--- config.mk ---
export PLATFORM = sky130hd
export DESIGN_NAME = crc_bit_serial_gen_check_flat
export DESIGN_NICKNAME = d
export VERILOG_FILES = /design/src/crc_bsgc_pkg.sv /design/src/crc_bsgc_if.sv /design/src/crc_bit_serial_gen_check.sv /design/src/crc_bsgc_cfg.sv /design/src/crc_bsgc_cell.sv /design/src/flat_wrapper.sv
export VERILOG_INCLUDE_DIRS = /design/src /design/src/src
export SDC_FILE = /design/constraint.sdc
export NUM_CORES = 1
export LEC_CHECK = 0
export ABC_AREA = 1
export CAP_MARGIN = 20
export CORE_MARGIN = 8
export CORE_UTILIZATION = 65
export DETAILED_ROUTE_END_ITERATION = 10
export DONT_BUFFER_PORTS = 1
export PLACE_DENSITY = 0.9
export SYNTH_ARGS = -nofsm -noshare
export SYNTH_HDL_FRONTEND = slang
export SYNTH_HIERARCHICAL = 1
export SYNTH_SLANG_ARGS = --single-unit
--- constraint.sdc ---
create_clock -name clk -period 4.5 [get_ports clk]
set_input_delay 0.45 -clock clk [delete_from_list [all_inputs] [get_ports clk]]
set_output_delay 0.45 -clock clk [all_outputs]
set_load 0.1 [all_outputs]
--- src/crc_bit_serial_gen_check_assert.svh ---
// Assertion macros shared by the CRC block.
// Each macro expects signals named clk and rst_n in the scope where it is used.
`ifndef CRC_BIT_SERIAL_GEN_CHECK_ASSERT_SVH
`define CRC_BIT_SERIAL_GEN_CHECK_ASSERT_SVH

// The consequent must hold in the same cycle as the antecedent.
`define CRC_ASSERT_SAME(lbl, ante, cons, msg) \
  lbl: assert property (@(posedge clk) disable iff (!rst_n) (ante) |-> (cons)) \
    else $error(msg);

// The consequent must hold in the cycle after the antecedent.
`define CRC_ASSERT_NEXT(lbl, ante, cons, msg) \
  lbl: assert property (@(posedge clk) disable iff (!rst_n) (ante) |=> (cons)) \
    else $error(msg);

`endif

--- src/crc_bsgc_pkg.sv ---
package crc_bsgc_pkg;

  localparam int MAX_DEGREE_DEF = 32;
  localparam int POLY_W         = 32;
  localparam int DEG_W          = 6;
  localparam int CFG_DATA_W     = 32;
  localparam int CFG_ADDR_W     = 4;
  localparam int REG_IDX_W      = 2;

  localparam logic [REG_IDX_W-1:0] REG_GEN_POLY = 2'd0;
  localparam logic [REG_IDX_W-1:0] REG_DEGREE   = 2'd1;
  localparam logic [REG_IDX_W-1:0] REG_MODE     = 2'd2;

  localparam logic MODE_GEN = 1'b0;
  localparam logic MODE_CHK = 1'b1;

  localparam logic [POLY_W-1:0] GEN_POLY_RST = 32'h0000_1021;
  localparam logic [DEG_W-1:0]  DEGREE_RST   = 6'd16;
  localparam logic              MODE_RST     = MODE_GEN;

  typedef struct packed {
    logic [POLY_W-1:0] gen_poly;
    logic [DEG_W-1:0]  degree;
    logic              mode;
  } cfg_t;

  // Control that the top level broadcasts to every cell of the row.
  typedef struct packed {
    logic adv;    // an input bit is accepted
    logic clr;    // that bit ends the message
    logic fb;     // feedback bit of this step
    logic load;   // capture the new remainder for emission
    logic shift;  // one remainder bit leaves the block
  } cell_ctl_t;

endpackage

--- src/crc_bsgc_if.sv ---
interface crc_bsgc_in_if;
  logic valid;
  logic ready;
  logic data_bit;
  logic end_of_message;

  modport source (output valid, output data_bit, output end_of_message, input ready);
  modport sink (input valid, input data_bit, input end_of_message, output ready);
endinterface

interface crc_bsgc_out_if;
  logic valid;
  logic ready;
  logic rem_bit;
  logic final_result;
  logic crc_error;

  modport source (output valid, output rem_bit, output final_result, output crc_error,
                  input ready);
  modport sink (input valid, input rem_bit, input final_result, input crc_error,
                output ready);
endinterface

--- src/crc_bit_serial_gen_check.sv ---
// Bit-serial CRC generator and checker with a programmable generator of degree 1 to
// 32 (capped by MAX_DEGREE). One message bit is taken per clock, except that an
// end-of-message bit may wait for the output. In generate mode the end-of-message
// bit starts the emission of the remainder, one bit per cycle while the output is
// ready, most significant first, so a message produces degree results; in check
// mode it produces one result that flags a nonzero remainder. Bits without the end
// flag are always taken, also while a remainder drains; an end-of-message bit
// waits until no result of the previous message is pending or the last one leaves
// in that cycle. The remainder lives in a row of cells, one bit per cell, that also
// holds the outgoing remainder. The user must write configuration through the APB
// port only while the block is idle; the block itself does not enforce this.
module crc_bit_serial_gen_check #(
  parameter int MAX_DEGREE = crc_bsgc_pkg::MAX_DEGREE_DEF
) (
  input  logic                                clk,
  input  logic                                rst_n,
  crc_bsgc_in_if.sink                         in_ch,
  crc_bsgc_out_if.source                      out_ch,
  input  logic                                cfg_psel,
  input  logic                                cfg_penable,
  input  logic                                cfg_pwrite,
  input  logic [crc_bsgc_pkg::CFG_ADDR_W-1:0] cfg_paddr,
  input  logic [crc_bsgc_pkg::CFG_DATA_W-1:0] cfg_pwdata,
  output logic [crc_bsgc_pkg::CFG_DATA_W-1:0] cfg_prdata,
  output logic                                cfg_pready
);
  import crc_bsgc_pkg::*;
  `include "crc_bit_serial_gen_check_assert.svh"

  localparam int NCELL = (MAX_DEGREE < POLY_W) ? MAX_DEGREE : POLY_W;
  localparam int CW    = $clog2(NCELL + 1);

  cfg_t            cfg;
  cell_ctl_t       ctl;
  logic [DEG_W-1:0] deg_eff;
  logic [NCELL-1:0] mask_vec;
  logic [NCELL-1:0] top_vec;
  logic [NCELL-1:0] run_q;
  logic [NCELL-1:0] run_m;
  logic [NCELL-1:0] run_new;
  logic [NCELL-1:0] emit_q;
  logic [NCELL-1:0] prev_run;
  logic [NCELL-1:0] prev_emit;
  logic             top_bit;
  logic             in_acc;
  logic             out_acc;
  logic             end_acc;
  logic             emit_free;
  logic [CW-1:0]    cnt_r, cnt_nxt;
  logic             chk_r, chk_nxt;
  logic             err_r, err_nxt;

  crc_bsgc_cfg u_cfg (
    .clk         (clk),
    .rst_n       (rst_n),
    .cfg_psel    (cfg_psel),
    .cfg_penable (cfg_penable),
    .cfg_pwrite  (cfg_pwrite),
    .cfg_paddr   (cfg_paddr),
    .cfg_pwdata  (cfg_pwdata),
    .cfg_prdata  (cfg_prdata),
    .cfg_pready  (cfg_pready),
    .cfg         (cfg)
  );

  // Degree zero acts as one, and large values saturate at the row length.
  always_comb begin
    if (cfg.degree == '0) begin
      deg_eff = DEG_W'(1);
    end else if (cfg.degree > DEG_W'(NCELL)) begin
      deg_eff = DEG_W'(NCELL);
    end else begin
      deg_eff = cfg.degree;
    end
  end

  assign in_acc  = in_ch.valid & in_ch.ready;
  assign out_acc = out_ch.valid & out_ch.ready;
  assign end_acc = in_acc & in_ch.end_of_message;

  assign run_m   = run_q & mask_vec;
  assign top_bit = |(run_m & top_vec);

  always_comb begin
    ctl.adv   = in_acc;
    ctl.clr   = in_ch.end_of_message;
    ctl.fb    = (cfg.mode == MODE_CHK) ? top_bit : (top_bit ^ in_ch.data_bit);
    ctl.load  = end_acc & (cfg.mode == MODE_GEN);
    ctl.shift = out_acc;
  end

  genvar i;
  generate
    for (i = 0; i < NCELL; i++) begin : g_cell
      assign mask_vec[i] = (deg_eff > DEG_W'(i));
      assign top_vec[i]  = (deg_eff == DEG_W'(i + 1));
      if (i == 0) begin : g_head
        // In check mode the received bit enters at the low end of the row.
        assign prev_run[i]  = (cfg.mode == MODE_CHK) ? in_ch.data_bit : 1'b0;
        assign prev_emit[i] = 1'b0;
      end else begin : g_body
        assign prev_run[i]  = run_m[i-1];
        assign prev_emit[i] = emit_q[i-1];
      end
      crc_bsgc_cell u_cell (
        .clk       (clk),
        .rst_n     (rst_n),
        .ctl       (ctl),
        .mask_bit  (mask_vec[i]),
        .poly_bit  (cfg.gen_poly[i]),
        .prev_run  (prev_run[i]),
        .prev_emit (prev_emit[i]),
        .run_q     (run_q[i]),
        .run_new   (run_new[i]),
        .emit_q    (emit_q[i])
      );
    end
  endgenerate

  // A new end-of-message item may enter once the pending results fit in this cycle.
  assign emit_free   = (cnt_r == '0) | ((cnt_r == CW'(1)) & out_ch.ready);
  assign in_ch.ready = emit_free | ~in_ch.end_of_message;

  always_comb begin
    cnt_nxt = cnt_r;
    chk_nxt = chk_r;
    err_nxt = err_r;
    if (end_acc) begin
      cnt_nxt = (cfg.mode == MODE_CHK) ? CW'(1) : CW'(deg_eff);
      chk_nxt = cfg.mode;
      err_nxt = (cfg.mode == MODE_CHK) & (|run_new);
    end else if (out_acc) begin
      cnt_nxt = cnt_r - CW'(1);
    end
  end

  always_ff @(posedge clk) begin
    if (!rst_n) begin
      cnt_r <= '0;
    end else begin
      cnt_r <= cnt_nxt;
    end
  end

  always_ff @(posedge clk) begin
    chk_r <= chk_nxt;
    err_r <= err_nxt;
  end

  // The emission row shifts up, so the next bit is always at the top position.
  assign out_ch.valid        = (cnt_r != '0);
  assign out_ch.rem_bit      = ~chk_r & (|(emit_q & top_vec));
  assign out_ch.final_result = (cnt_r == CW'(1));
  assign out_ch.crc_error    = chk_r & err_r;

  `CRC_ASSERT_SAME(a_end_no_overrun, end_acc, (cnt_r <= CW'(1)),
                   "end of message taken while earlier results were pending")
  `CRC_ASSERT_NEXT(a_rem_cleared, end_acc, (run_q == '0),
                   "running remainder not cleared after end of message")
  `CRC_ASSERT_SAME(a_chk_single, (out_ch.valid & chk_r), (cnt_r == CW'(1)),
                   "check result is not a single item")
  `CRC_ASSERT_NEXT(a_cnt_step, (out_acc & ~end_acc), (cnt_r == $past(cnt_r) - CW'(1)),
                   "result count did not step down on output")

endmodule

--- src/crc_bsgc_cfg.sv ---
module crc_bsgc_cfg (
  input  logic                                   clk,
  input  logic                                   rst_n,
  input  logic                                   cfg_psel,
  input  logic                                   cfg_penable,
  input  logic                                   cfg_pwrite,
  input  logic [crc_bsgc_pkg::CFG_ADDR_W-1:0]    cfg_paddr,
  input  logic [crc_bsgc_pkg::CFG_DATA_W-1:0]    cfg_pwdata,
  output logic [crc_bsgc_pkg::CFG_DATA_W-1:0]    cfg_prdata,
  output logic                                   cfg_pready,
  output crc_bsgc_pkg::cfg_t                     cfg
);
  import crc_bsgc_pkg::*;

  cfg_t                 cfg_r;
  logic                 wr_en;
  logic [REG_IDX_W-1:0] reg_idx;

  assign cfg_pready = 1'b1;
  assign wr_en      = cfg_psel & cfg_penable & cfg_pwrite;
  assign reg_idx    = cfg_paddr[CFG_ADDR_W-1:2];

  always_ff @(posedge clk) begin
    if (!rst_n) begin
      cfg_r.gen_poly <= GEN_POLY_RST;
      cfg_r.degree   <= DEGREE_RST;
      cfg_r.mode     <= MODE_RST;
    end else if (wr_en) begin
      case (reg_idx)
        REG_GEN_POLY: cfg_r.gen_poly <= cfg_pwdata[POLY_W-1:0];
        REG_DEGREE:   cfg_r.degree   <= cfg_pwdata[DEG_W-1:0];
        REG_MODE:     cfg_r.mode     <= cfg_pwdata[0];
        default: ;
      endcase
    end
  end

  always_comb begin
    cfg_prdata = '0;
    case (reg_idx)
      REG_GEN_POLY: cfg_prdata = CFG_DATA_W'(cfg_r.gen_poly);
      REG_DEGREE:   cfg_prdata = CFG_DATA_W'(cfg_r.degree);
      REG_MODE:     cfg_prdata = CFG_DATA_W'(cfg_r.mode);
      default:      cfg_prdata = '0;
    endcase
  end

  assign cfg = cfg_r;

endmodule

--- src/crc_bsgc_cell.sv ---
module crc_bsgc_cell (
  input  logic                    clk,
  input  logic                    rst_n,
  input  crc_bsgc_pkg::cell_ctl_t ctl,
  input  logic                    mask_bit,
  input  logic                    poly_bit,
  input  logic                    prev_run,
  input  logic                    prev_emit,
  output logic                    run_q,
  output logic                    run_new,
  output logic                    emit_q
);
  import crc_bsgc_pkg::*;

  logic run_r;
  logic emit_r;

  // One step of the division for this remainder bit.
  assign run_new = mask_bit & (prev_run ^ (ctl.fb & poly_bit));

  always_ff @(posedge clk) begin
    if (!rst_n) begin
      run_r <= 1'b0;
    end else if (ctl.adv) begin
      run_r <= ctl.clr ? 1'b0 : run_new;
    end
  end

  always_ff @(posedge clk) begin
    if (ctl.load) begin
      emit_r <= run_new;
    end else if (ctl.shift) begin
      emit_r <= prev_emit;
    end
  end

  assign run_q  = run_r;
  assign emit_q = emit_r;

endmodule
--- src/flat_wrapper.sv ---
// flat-port wrapper written by rule: the top's interface ports become plain ports
module crc_bit_serial_gen_check_flat import crc_bsgc_pkg::*;
#(
  parameter int MAX_DEGREE = crc_bsgc_pkg::MAX_DEGREE_DEF
)
  (clk, rst_n, cfg_psel, cfg_penable, cfg_pwrite, cfg_paddr, cfg_pwdata, cfg_prdata, cfg_pready, in_ch_valid, in_ch_data_bit, in_ch_end_of_message, in_ch_ready, out_ch_valid, out_ch_rem_bit, out_ch_final_result, out_ch_crc_error, out_ch_ready);
  crc_bsgc_in_if in_ch_i ();
  crc_bsgc_out_if out_ch_i ();
  input  logic clk;
  input  logic rst_n;
  input  logic cfg_psel;
  input  logic cfg_penable;
  input  logic cfg_pwrite;
  input  logic [crc_bsgc_pkg::CFG_ADDR_W-1:0] cfg_paddr;
  input  logic [crc_bsgc_pkg::CFG_DATA_W-1:0] cfg_pwdata;
  output logic [crc_bsgc_pkg::CFG_DATA_W-1:0] cfg_prdata;
  output logic cfg_pready;
  input wire logic [$bits(in_ch_i.valid)-1:0] in_ch_valid;
  input wire logic [$bits(in_ch_i.data_bit)-1:0] in_ch_data_bit;
  input wire logic [$bits(in_ch_i.end_of_message)-1:0] in_ch_end_of_message;
  output wire logic [$bits(in_ch_i.ready)-1:0] in_ch_ready;
  output wire logic [$bits(out_ch_i.valid)-1:0] out_ch_valid;
  output wire logic [$bits(out_ch_i.rem_bit)-1:0] out_ch_rem_bit;
  output wire logic [$bits(out_ch_i.final_result)-1:0] out_ch_final_result;
  output wire logic [$bits(out_ch_i.crc_error)-1:0] out_ch_crc_error;
  input wire logic [$bits(out_ch_i.ready)-1:0] out_ch_ready;
  assign in_ch_i.valid = in_ch_valid;
  assign in_ch_i.data_bit = in_ch_data_bit;
  assign in_ch_i.end_of_message = in_ch_end_of_message;
  assign in_ch_ready = in_ch_i.ready;
  assign out_ch_valid = out_ch_i.valid;
  assign out_ch_rem_bit = out_ch_i.rem_bit;
  assign out_ch_final_result = out_ch_i.final_result;
  assign out_ch_crc_error = out_ch_i.crc_error;
  assign out_ch_i.ready = out_ch_ready;
  crc_bit_serial_gen_check #(.MAX_DEGREE(MAX_DEGREE)) u_core (.clk(clk), .rst_n(rst_n), .in_ch(in_ch_i), .out_ch(out_ch_i), .cfg_psel(cfg_psel), .cfg_penable(cfg_penable), .cfg_pwrite(cfg_pwrite), .cfg_paddr(cfg_paddr), .cfg_pwdata(cfg_pwdata), .cfg_prdata(cfg_prdata), .cfg_pready(cfg_pready));
endmodule
==> results of run 1 <==
state kept, by name, indices dropped and copies added, names as in the netlist:
register	cells
u_core/cnt_r	6
u_core/err_r	1
u_core/g_cell.u_cell/run_q	32
u_core/u_cfg/cfg	39
u_core/g_cell.u_cell/emit_q	32
u_core/chk_r	1
per-layer routing:
metal	GRT usage, %	wire [um]
met5	0	0
met4	9.10	484
met3	5.82	1750
met2	45.3	10200
met1	32.7	8720
critical path, stage by stage, from the launching register on:
cell and delay [ps]:
dfxtp_1 680, nor2_1 160, nand3_2 160, nand2_2 100, nand2_1 300, nor2_1 110
nand3_1 120, nand2_1 70, nor2_1 120, nand2_1 80, nor2_1 180, nand2_1 80
nand2_1 60, nand2_1 50, inv_2 100, buf_12 190, nand3_1 140, nand3_2 110
inv_1 60, nor4_1 470, nand4_1 160, nor2_1 120, a31oi_1 80
placed cells by master, fill, tap and decap left out, types with 4 or more instances in the layout:
| cell | count |
|---|---|
| inv_1 | 209 |
| nand2_1 | 196 |
| nor2_1 | 174 |
| nand3_1 | 98 |
| dfxtp_1 | 77 |
| a21oi_1 | 72 |
| nand4_1 | 46 |
| o21ai_0 | 45 |
| nand2_2 | 39 |
| edfxtp_1 | 34 |
| nand3_2 | 33 |
| nor2_2 | 32 |
| or2_2 | 32 |
| inv_2 | 13 |
| clkbuf_16 | 10 |
| a21boi_0 | 9 |
| nor2_4 | 8 |
| nor4_1 | 8 |
| buf_4 | 7 |
| o21ai_1 | 5 |
| a22o_1 | 5 |
| conb_1 | 4 |
cell families (layout without fill, tap and decap cells):
family          count (synthesis)  after routing
buf+inv                       245            248
xor+xnor                        3              3
compound gates                145            145
fa+ha+maj                       2              2
simple gates                  680            680
other cells                     3              4
flops                         111            111
power groups by stage:
stage	logic [mW]	clock network (mW)	registers (mW)
5_1_grt	1.54	0.837	1.57
6_report	1.40	0.793	1.55
3_3_place_gp	1.30	0	1.55
4_1_cts	1.36	0.798	1.54
3_5_place_dp	1.35	0	1.56
2_1_floorplan	1.09	0	1.51
path summary, 6_finish.rpt:
path                              from              endpoint  slack [ps]  depth (start not counted)
setup reg to reg   u_core/u_cfg/cfg[3]          u_core/err_r         550                         22
hold reg to reg   u_core/u_cfg/cfg[12]  u_core/u_cfg/cfg[12]         500                          2
setup / recovery   u_core/u_cfg/cfg[3]          u_core/err_r         550                         22
hold / removal           cfg_pwdata[0]   u_core/u_cfg/cfg[7]         220                          2
area by class of cell:
class / count / area share [%]
Inverter: 222 / 10.1
Timing Repair Buffer: 10 / 1.36
Clock inverter: 2 / 0.167
Clock buffer: 14 / 3.34
Tap cell: 147 / 2.23
Multi-Input combinational cell: 834 / 51.8
Sequential cell: 111 / 31.1
per-stage QoR:
step	setup slack [ps]	hold slack, ps	util (%)	power (mW)	cells
2_1_floorplan	488	472	-	2.60	1190
3_3_place_gp	895	487	67.2	2.85	1323
3_5_place_dp	831	492	67.2	2.91	1323
4_1_cts	793	188	69.7	3.70	1339
5_1_grt	421	189	69.9	3.95	1340
6_report	549	216	69.9	3.74	1340
==> impl_results.md, run 1 <==
- Worst hold path class: in2reg
- Core Region: about 12,000 um^2
- Post-cts repair resize count: 0
- Synth Area in XOR/XNOR: less than 1%
- Drt total wl: between 20,000 and 25,000 um
- Simple-gate share of the synthesized area: 43.2%
- Logic pwr share: a little under two fifths
- Mapped Cells: between 1,000 and 1,500
- Latest clock arrival within the worst-skew pair: about 360 ps
- Kind of critical path: reg2reg
- Starting density of the core: between 60% and 70%
- Remaining antenna violation count: 0
- GRT Overall Usage: between 20% and 30%
- Largest net degree at the start of global routing: between 70 and 80
- Measured slew at the worst slew-check pin: around 1100 ps
- Die height: around 130 um
- Initial DRC count: around 820
- Worst Path Required: roughly 4600 ps
- CP arrival: slightly above 4000 ps
- Status: finished, final reports clean
- Max VDD drop: a little over 400 uV
- IO Port Bufs: 0
- Area of the multi-input gates: between 4000 and 5000 um^2
- # diodes: 0
- Complex-gate fraction of the synthesized area: between 10% and 20%
- Worst-path fanout max: 32
- Rel. slew slack: 25.3%
- Leak: approximately 3.8 nW
- Post-CTS Repair Setup Buffers: 0
- Fmax: roughly 0.25 GHz
- Worst Setup End Kind: flip-flop
- Max-cap viol count: 0
- RD Place Congestion: 0.920
- Largest family of logic cells by synthesized area: simple AND/OR/NAND/NOR gates
- Initial DRT Pass Iterations: 5
- First-pass GRT wire length: 34,800 um
- Layout area overhead: 6.65%
- Placed cell areas: 7940 um^2
- CTS Hold Bufs: 0
- Total negative setup slack: 0 ps
- Clock network fraction of total power: 21.2%
- Top FF cell, synth: dfxtp_1
- Vias in the first global route: about 7,300
- Slew Limit Fails: 0
- Clock root cell: clkbuf_16
- Worst Skew: around 10 ps
- CTS buffer count: 9
- Netlist cell types: 40
- Synth async-reset ratio: 0%
- Share of the synthesized area in the top cell type: about a fifth
- # setup viols final: 0
- P_int: roughly 2.3 mW
- Sequential cell area fraction in the yosys report: between 30% and 40%
- Startpoint Class: flip-flop
- Final Cycle Share: between 80% and 90%
- Post-DP HPWL: 14,800 um
- Synth Area in Adders: less than 1%
- RSZ-0062 raised after global routing: no
- Final net count: approximately 1,200
- Share of layout cells above drive strength 1: between 10% and 20%
- Register bit total from synthesis: 111
- Via count: around 7,800
- Net Sw Frac: 38.7%
- # clock sinks: roughly 110
- Maximum clock insertion buffer count: 2
- Synth area leader: dfxtp_1
- Most common cell in the netlist: inv_1
- Vias per inst: 5.82
- Final hold vios: 0
- Std-Cell Rows: 40
- H-tree depth: 3
- Ranking of synthesized cells by area: dfxtp_1, edfxtp_1, inv_1
- Most frequent cells after synthesis: inv_1, nor2_1, nand2_1, nand3_1, dfxtp_1
- Post-synthesis mux area share: 0%
- Synth warn: 6
- Filler instances: between 1,000 and 1,500
- IO Pins: between 80 and 90
- Initial antenna violation count: 0
- Clock-pin slew on the worst setup and hold paths: ~70 ps
- EDFF count, synth: 34
- Syn Area/Cell: 6.51 um^2
- Sw power: approximately 1.4 mW
- Reg area: about 2600 um^2
- Seq pwr share: roughly 41%
- Mapped Area: roughly 7700 um^2
- Drt drc: 0
- Power Dens Cells: 453 nW/um^2
- Die area: around 16,000 um^2
- Clock period minus worst slack: roughly 4000 ps
- DR WL/cell: around 16 um
- Die span in x: between 100 and 150 um
- Post-route cell area: roughly 8300 um^2
- CTS tree: built
- Grt total ovfl: 0
(Power assumes the default switching activity.)
==> run 2, diff against run 1 <==
--- a/config.mk
+++ b/config.mk
@@ -13,6 +13,7 @@
 export DETAILED_ROUTE_END_ITERATION = 10
 export DONT_BUFFER_PORTS = 1
 export PLACE_DENSITY = 0.9
+export RECOVER_POWER = 100
 export SYNTH_ARGS = -nofsm -noshare
 export SYNTH_HDL_FRONTEND = slang
 export SYNTH_HIERARCHICAL = 1
==> run 2 against run 1 <==
Effect of this change: the flow now finishes with violations (capacitance limit, slew limit); worst hold slack got worse by 1.3 ps; critical path depth rose by 1; via count fell by 0.10%; power fell by 0.62%; utilization fell by 0.86 points; clock skew rose by 1.2 ps; critical path type unchanged; critical endpoint unchanged.
==> impl_results.md, run 2 (synthesis results as in run 1) <==
- Total negative setup slack: 0 ps
- Max-cap viol count: 28
- Maximum clock insertion buffer count: 2
- Failing checks: capacitance limit, slew limit
- Final Cycle Share: between 90 and 100%
- Startpoint Class: flip-flop
- Die height: approximately 130 um
- Power Dens Cells: about 460 nW/um^2
- Leak: between 3 and 4 nW
- Area of the multi-input gates: roughly 4200 um^2
- Latest clock arrival within the worst-skew pair: 360 ps
- Slowest stage cell, crit path: dfxtp_1
- CTS Hold Bufs: 0
- Worst hold path class: in2reg
- IO Pins: between 80 and 90
- Core Region: ~12,000 um^2
- Post-CTS Repair Setup Buffers: 0
- Clock root cell: clkbuf_16
- Initial DRC count: slightly above 900
- Via count: approximately 7,800
- Worst-path fanout max: 32
- CP Cell Sequence: clkbuf_2 > nor2_2 > inv_1 > nand3_4 > nand2_1 > nand2_1 > nand3_1 > nand2_1 > nor2_1 > nand2_1 > nor2_1 > nand2_1 > nand2_1 > nand2_1 > inv_2 > buf_12 > nand3_1 > nand3_2 > inv_1 > nor4_1 > nand4_1 > nor2_1 > a31oi_1
- Reg2Reg Setup Slack: roughly 380 ps
- Worst R2R Path Depth: 23
- Slew Limit Fails: around 100
- CP arrival: 4220 ps
- Vias per inst: 5.82
- CTS tree: built
- Reg area: between 2000 and 3000 um^2
- Kind of critical path: reg2reg
- WHS: ~210 ps
- CTS buffer count: 9
- IO Port Bufs: 0
- Worst hold start: rst_n
- Die span in x: between 100 and 150 um
- Starting density of the core: between 60% and 70%
- Fmax: 0.243 GHz
- DR WL/cell: roughly 16 um
- # clock sinks: 111
- RSZ-0062 raised after global routing: no
- R2R Path Start: u_core/u_cfg/cfg[6]
- CP peak stage delay: 490 ps
- Worst Skew: roughly 11 ps
- Die area: 15,700 um^2
- Vias in the first global route: approximately 7,300
- # diodes: 0
- Commonest non-fill, non-tap cell in the layout: inv_1
- Post-cts repair resize count: 0
- Drt drc: 0
- Initial DRT Pass Iterations: 7
- Filler instances: 1,026
- H-tree depth: 3
- GRT Overall Usage: between 20% and 30%
- Share of layout cells above drive strength 1: around an eighth
- Reg-to-reg endpoint: u_core/err_r
- Remaining antenna violation count: 0
- # setup viols final: 0
- Drt total wl: 21,100 um
- First-pass GRT wire length: 34,800 um
- Worst Path Required: 4590 ps
- Layout area overhead: 5.34%
- Max reg flops: 39
- Grt total ovfl: 0
- Hold Crit Depth: 2
- Measured slew at the worst slew-check pin: 2870 ps
- Top cell by count, worst path: nand2_1
- Initial antenna violation count: 0
- Rel. slew slack: -92.1%
- Final net count: roughly 1,200
- Status: complete, but fails checks
- Largest net degree at the start of global routing: 78
- Max VDD drop: 414 uV
- Std-Cell Rows: 40
- Final hold vios: 0
- Hold Path End: u_core/u_cfg/cfg[20]
- Most frequent cells in the layout: inv_1, nor2_1, nand2_1, nand3_1, dfxtp_1
- RD Place Congestion: 0.920
- Worst Setup End Kind: flip-flop
- Post-DP HPWL: around 15,000 um
- Clock-pin slew on the worst setup and hold paths: ~80 ps
- Clock period minus worst slack: 4120 ps
-- run 2: per-layer routing --
| metal | part of all wire, % | track usage [%] |
|---|---|---|
| met5 | 0 | 0 |
| met4 | 2.7 | 9.10 |
| met3 | 8.3 | 5.82 |
| met2 | 47 | 45.3 |
| met1 | 42 | 32.7 |
-- run 2: worst max-delay path by stage --
stage                              startpoint                             to  slack [ps]  depth (start not counted)
after CTS                 u_core/u_cfg/cfg[6]                   u_core/err_r         790                         23
final                     u_core/u_cfg/cfg[6]                   u_core/err_r         380                         23
after detailed placement  u_core/u_cfg/cfg[6]                   u_core/err_r         830                         23
after floorplan               u_core/cnt_r[0]  u_core/g_cell[0].u_cell/run_q         490                          7
after global routing      u_core/u_cfg/cfg[6]                   u_core/err_r         240                         23
after global placement    u_core/u_cfg/cfg[3]                   u_core/err_r         890                         20
-- run 2: through the flow --
stage	cells	cell area (um^2)	setup slack [ps]	util, %	power [mW]
floorplan	1190	7740	488	-	2.60
global placement	1323	7940	895	67.2	2.85
detailed placement	1323	7940	831	67.2	2.91
CTS	1339	8230	793	69.7	3.70
global route	1340	8150	245	69.0	3.92
finish	1340	8150	379	69.0	3.71
-- run 2: critical path: cells and delay by family (launching register included) --
family	cells	cell delay [ps]
flops	1	490
buf+inv	5	950
simple gates	17	2330
compound gates	1	80
-- run 2: cell type report --
cell class,instances,area share (%)
clock inverters,2,0.169
flip-flops and latches,111,31.4
repair buffers,10,1.12
inverters,222,10.2
multi-input cells,834,51.4
well taps,147,2.26
clock buffers,14,3.38
-- run 2: power breakdown --
part	total (mW)	switching (mW)	internal (mW)
registers	1.54	0.154	1.39
clock network	0.791	0.365	0.426
logic	1.38	0.922	0.456
total	3.71	1.44	2.27
